## config.mk

```make
export PLATFORM = sky130hd
export DESIGN_NAME = pmq_ram
export DESIGN_NICKNAME = d
export VERILOG_FILES = /design/src/hw/rtl/priority_message_queue_defines.svh /design/src/hw/rtl/pmq_ram.sv
export SDC_FILE = /design/constraint.sdc
export NUM_CORES = 1
export LEC_CHECK = 0
export CORE_ASPECT_RATIO = 0.7
export CORE_MARGIN = 2
export CORE_UTILIZATION = 56
export DETAILED_ROUTE_END_ITERATION = 10
export DONT_BUFFER_PORTS = 1
export PLACE_DENSITY = 0.78
export SYNTH_ARGS = -nofsm -noshare
export SYNTH_HDL_FRONTEND = slang
export SYNTH_SLANG_ARGS = --single-unit
export TNS_END_PERCENT = 50
```

## constraint.sdc

```tcl
create_clock -name clk -period 1.7 [get_ports clk]
set_input_delay 0 -clock clk [delete_from_list [all_inputs] [get_ports clk]]
set_output_delay 0 -clock clk [all_outputs]
set_load 0.02 [all_outputs]
```

## src/hw/rtl/priority_message_queue_defines.svh

```systemverilog
// Assertion macros for the priority message queue.
// Used by hw/rtl/priority_message_queue.sv; no other dependencies.
`ifndef PRIORITY_MESSAGE_QUEUE_DEFINES_SVH
`define PRIORITY_MESSAGE_QUEUE_DEFINES_SVH
`ifndef SYNTHESIS
`define PMQ_ASSERT(label, expr, msg) \
    label: assert property (@(posedge clk) disable iff (!rst_n) (expr)) else $error(msg);
`define PMQ_ASSERT_IMPL(label, cond, expr, msg) \
    label: assert property (@(posedge clk) disable iff (!rst_n) (cond) |-> (expr)) \
        else $error(msg);
`else
`define PMQ_ASSERT(label, expr, msg)
`define PMQ_ASSERT_IMPL(label, cond, expr, msg)
`endif
`endif

```

## src/hw/rtl/pmq_ram.sv

```systemverilog
// Generic single-write, single-read RAM with registered read data.
// No dependencies.
module pmq_ram #(
    parameter int WIDTH = 8,
    parameter int DEPTH = 64
) (
    input  logic                     clk,
    input  logic                     we,
    input  logic [$clog2(DEPTH)-1:0] waddr,
    input  logic [WIDTH-1:0]         wdata,
    input  logic                     re,
    input  logic [$clog2(DEPTH)-1:0] raddr,
    output logic [WIDTH-1:0]         rdata
);
    logic [WIDTH-1:0] mem [DEPTH];

    always_ff @(posedge clk)
    begin
        if (we)
        begin
            mem[waddr] <= wdata;
        end
        if (re)
        begin
            rdata <= mem[raddr];
        end
    end
endmodule

```

==> impl_metrics.json <==
{
  "hold_class": "input port to flop",
  "worstSkewPairLatency_ps": 560,
  "timing.hold.ws_ps": -337,
  "powerDensity_nw_per_um2": 1100,
  "pwr-share-comb": 0.045,
  "crit_arrival_ps": 2270,
  "status": "finished, violations left",
  "wire_per_inst_um": 28.5,
  "slew_viol_final": 0,
  "vdd_drop_max_mv": 0.806,
  "synth_fp_nets": 963,
  "place_congestion": 0.830,
  "antenna_cells": 0,
  "cts.sinks": 520,
  "pwr-share-clk": 0.398,
  "async_flop_share": 0,
  "rows": 58,
  "period_share": 1.15,
  "crit_fanout": 1,
  "antenna_found_initial": 0,
  "grt_pass1_wl_mm": 67.1,
  "synth_cell_types": 39,
  "synth.most_common_cell": "edfxtp_1",
  "drcViolationCount": 0,
  "slowest_stage": "mux4_2",
  "drt.antenna.violating_nets": 0,
  "die_area_um2": 37700,
  "synth_top_flop_cell": "edfxtp_1",
  "overflow": 0,
  "coreArea_um2": 35800,
  "crit_chain": "mux4_2, mux4_2, nor2_2, nor3_2, o2bb2ai_1",
  "synth_edf_count": 520,
  "vias": 10000,
  "seqPwrFrac": 0.557,
  "cap_violations": 0,
  "setup_viol": 8,
  "skew_ps": 20.5,
  "portBuffers": 0,
  "crit_family": "multiplexers",
  "hpwl_mm": 25.6,
  "synth.avg_cell_area_um2": 21.5,
  "clk_pin_slew_ps": 70,
  "fin_ws_ps": -258,
  "required_ps": 2010,
  "synth_top_area_share": 0.771,
  "hold_viol": 8,
  "drt_iter0_markers": 1322,
  "cts_made_buffers": 45,
  "synth_area_um2": 20200,
  "crit_path_frequent_cell": "mux4_2",
  "critical_path_class": "flop to flop",
  "rsz0062_at_grt": "yes",
  "tightestPinTransition_ps": 1200,
  "first_pass_iters": 5,
  "grt_max_degree": 138,
  "io_pins": 31,
  "area_growth_pct": 14.9,
  "postCtsHoldBufs": 25,
  "period_needed_ps": 1960,
  "max_freq_mhz": 511,
  "synth_top_cells_by_area": "edfxtp_1 77%, mux4_2 14%, nor2_1 1.5%",
  "p_leak_nw": 7.41,
  "cts_max_level": 2,
  "end_kind": "flop",
  "cts_root_buf": "clkbuf_16",
  "ys.warnings.count": 0,
  "tritoncts": "done",
  "grt_pass1_vias": 10300,
  "path_buf_inv": 0,
  "start_util": 0.566,
  "clock_path_buffers": 3,
  "synth_common_cells": "520 x edfxtp_1, 126 x mux4_2, 83 x nor2_1",
  "totalPowerFinal_w": 0.0256,
  "slew_headroom": 0.198,
  "netlist_instances": 940,
  "violations": "negative hold slack, negative setup slack",
  "intPower_w": 0.0206,
  "cp-start-kind": "flop",
  "drive_above_1_share": 0.303,
  "synth_seq_cells": 520,
  "switchingPower_w": 0.00503,
  "die_y_um": 163,
  "slowest_delay_ps": 520,
  "grt.total_usage": 0.247,
  "yosysTopAreaCell": "edfxtp_1",
  "die_w_um": 231,
  "final_nets": 1082,
  "p_sw_frac": 0.196,
  "avgViaCountPerCell": 6.39,
  "drt_wl_total_mm": 44.8,
  "seq_area_frac_synth": 0.771
}
layout by cell type (no fill, tap or decap), drive strengths merged, types with 2 or more instances in the layout:
cell / instances
a2111oi: 2
mux2i: 23
nor2b: 14
nor4: 2
clkinv: 15
nand3: 13
nor3: 7
nand2b: 7
mux2: 13
nand4: 2
nand2: 19
a221oi: 6
a211oi: 4
o2bb2ai: 3
o21a: 2
nor2: 83
edfxtp: 520
o2111ai: 3
a21oi: 3
o22ai: 8
o21ai: 4
o221ai: 8
o32ai: 2
mux4: 126
a22oi: 3
bufinv: 5
o221a: 2
clkbuf: 58
o41ai: 2
nand3b: 3
dlygate4sd3: 16
buf: 106
what timing repair did:
item,in CTS,in global routing
pin swaps,4,1
hold endpoints to repair,592,8
buffers inserted,0,0
gates resized for setup,19,11
setup endpoints to repair,8,15
cells by family after synthesis:
| logic type | count (synthesis) | synth area share |
|---|---|---|
| flops | 520 | 0.771 |
| mux | 162 | 0.159 |
| simple gates | 153 | 0.0337 |
| compound gates | 54 | 0.0206 |
| buf+inv | 51 | 0.0156 |
metrics by stage:
step	instance area, µm²	util	setup WS [ps]	cells	setup TNS, ps
detailed placement	21300	0.595	-393	1467	-2260
finish	23300	0.651	-258	1571	-1740
global route	23300	0.651	-304	1571	-2050
CTS	23200	0.649	-260	1571	-1760
floorplan	20300	-	-88.3	940	-356
global placement	21300	0.595	-365	1467	-2010
path summary, 6_finish.rpt:
path / start / endpoint / slack, ps / cells past startpoint
setup / recovery: mem[4][1] / rdata[1] / -260 / 5
hold / removal: raddr[5] / rdata[5] / -340 / 1
setup reg to reg: mem[4][1] / rdata[1] / -260 / 5
hold reg to reg: mem[31][4] / rdata[4] / 950 / 3
area by class of cell:
| cell class | instances | area, µm² |
|---|---|---|
| multi-input combinational | 369 | 4480 |
| timing repair buffer | 123 | 1130 |
| fill | 2267 | 12500 |
| tap | 480 | 601 |
| clock inverter | 21 | 228 |
| sequential | 520 | 15600 |
| clock buffer | 58 | 1220 |
state kept, by name, summed over array words and instances, names as in the netlist:
name and count:
mem 512, rdata 8
layer usage:
layer / GRT usage / vias up / part of all wire
li1: - / 4163 / -
met1: 0.373 / 5259 / 0.40
met2: 0.373 / 546 / 0.47
met3: 0.0541 / 77 / 0.11
met4: 0.0622 / 0 / 0.020
met5: 0.0156 / - / 0
power groups by stage:
stage | Clock, W | Sequential [W] | Combinational, W
floorplan | 0 | 0.0145 | 0.000775
global placement | 0 | 0.0145 | 0.000775
detailed placement | 0 | 0.0146 | 0.000788
CTS | 0.0103 | 0.0143 | 0.00113
global route | 0.0108 | 0.0143 | 0.00122
finish | 0.0102 | 0.0143 | 0.00115
Power figures use the tool's default switching activity.
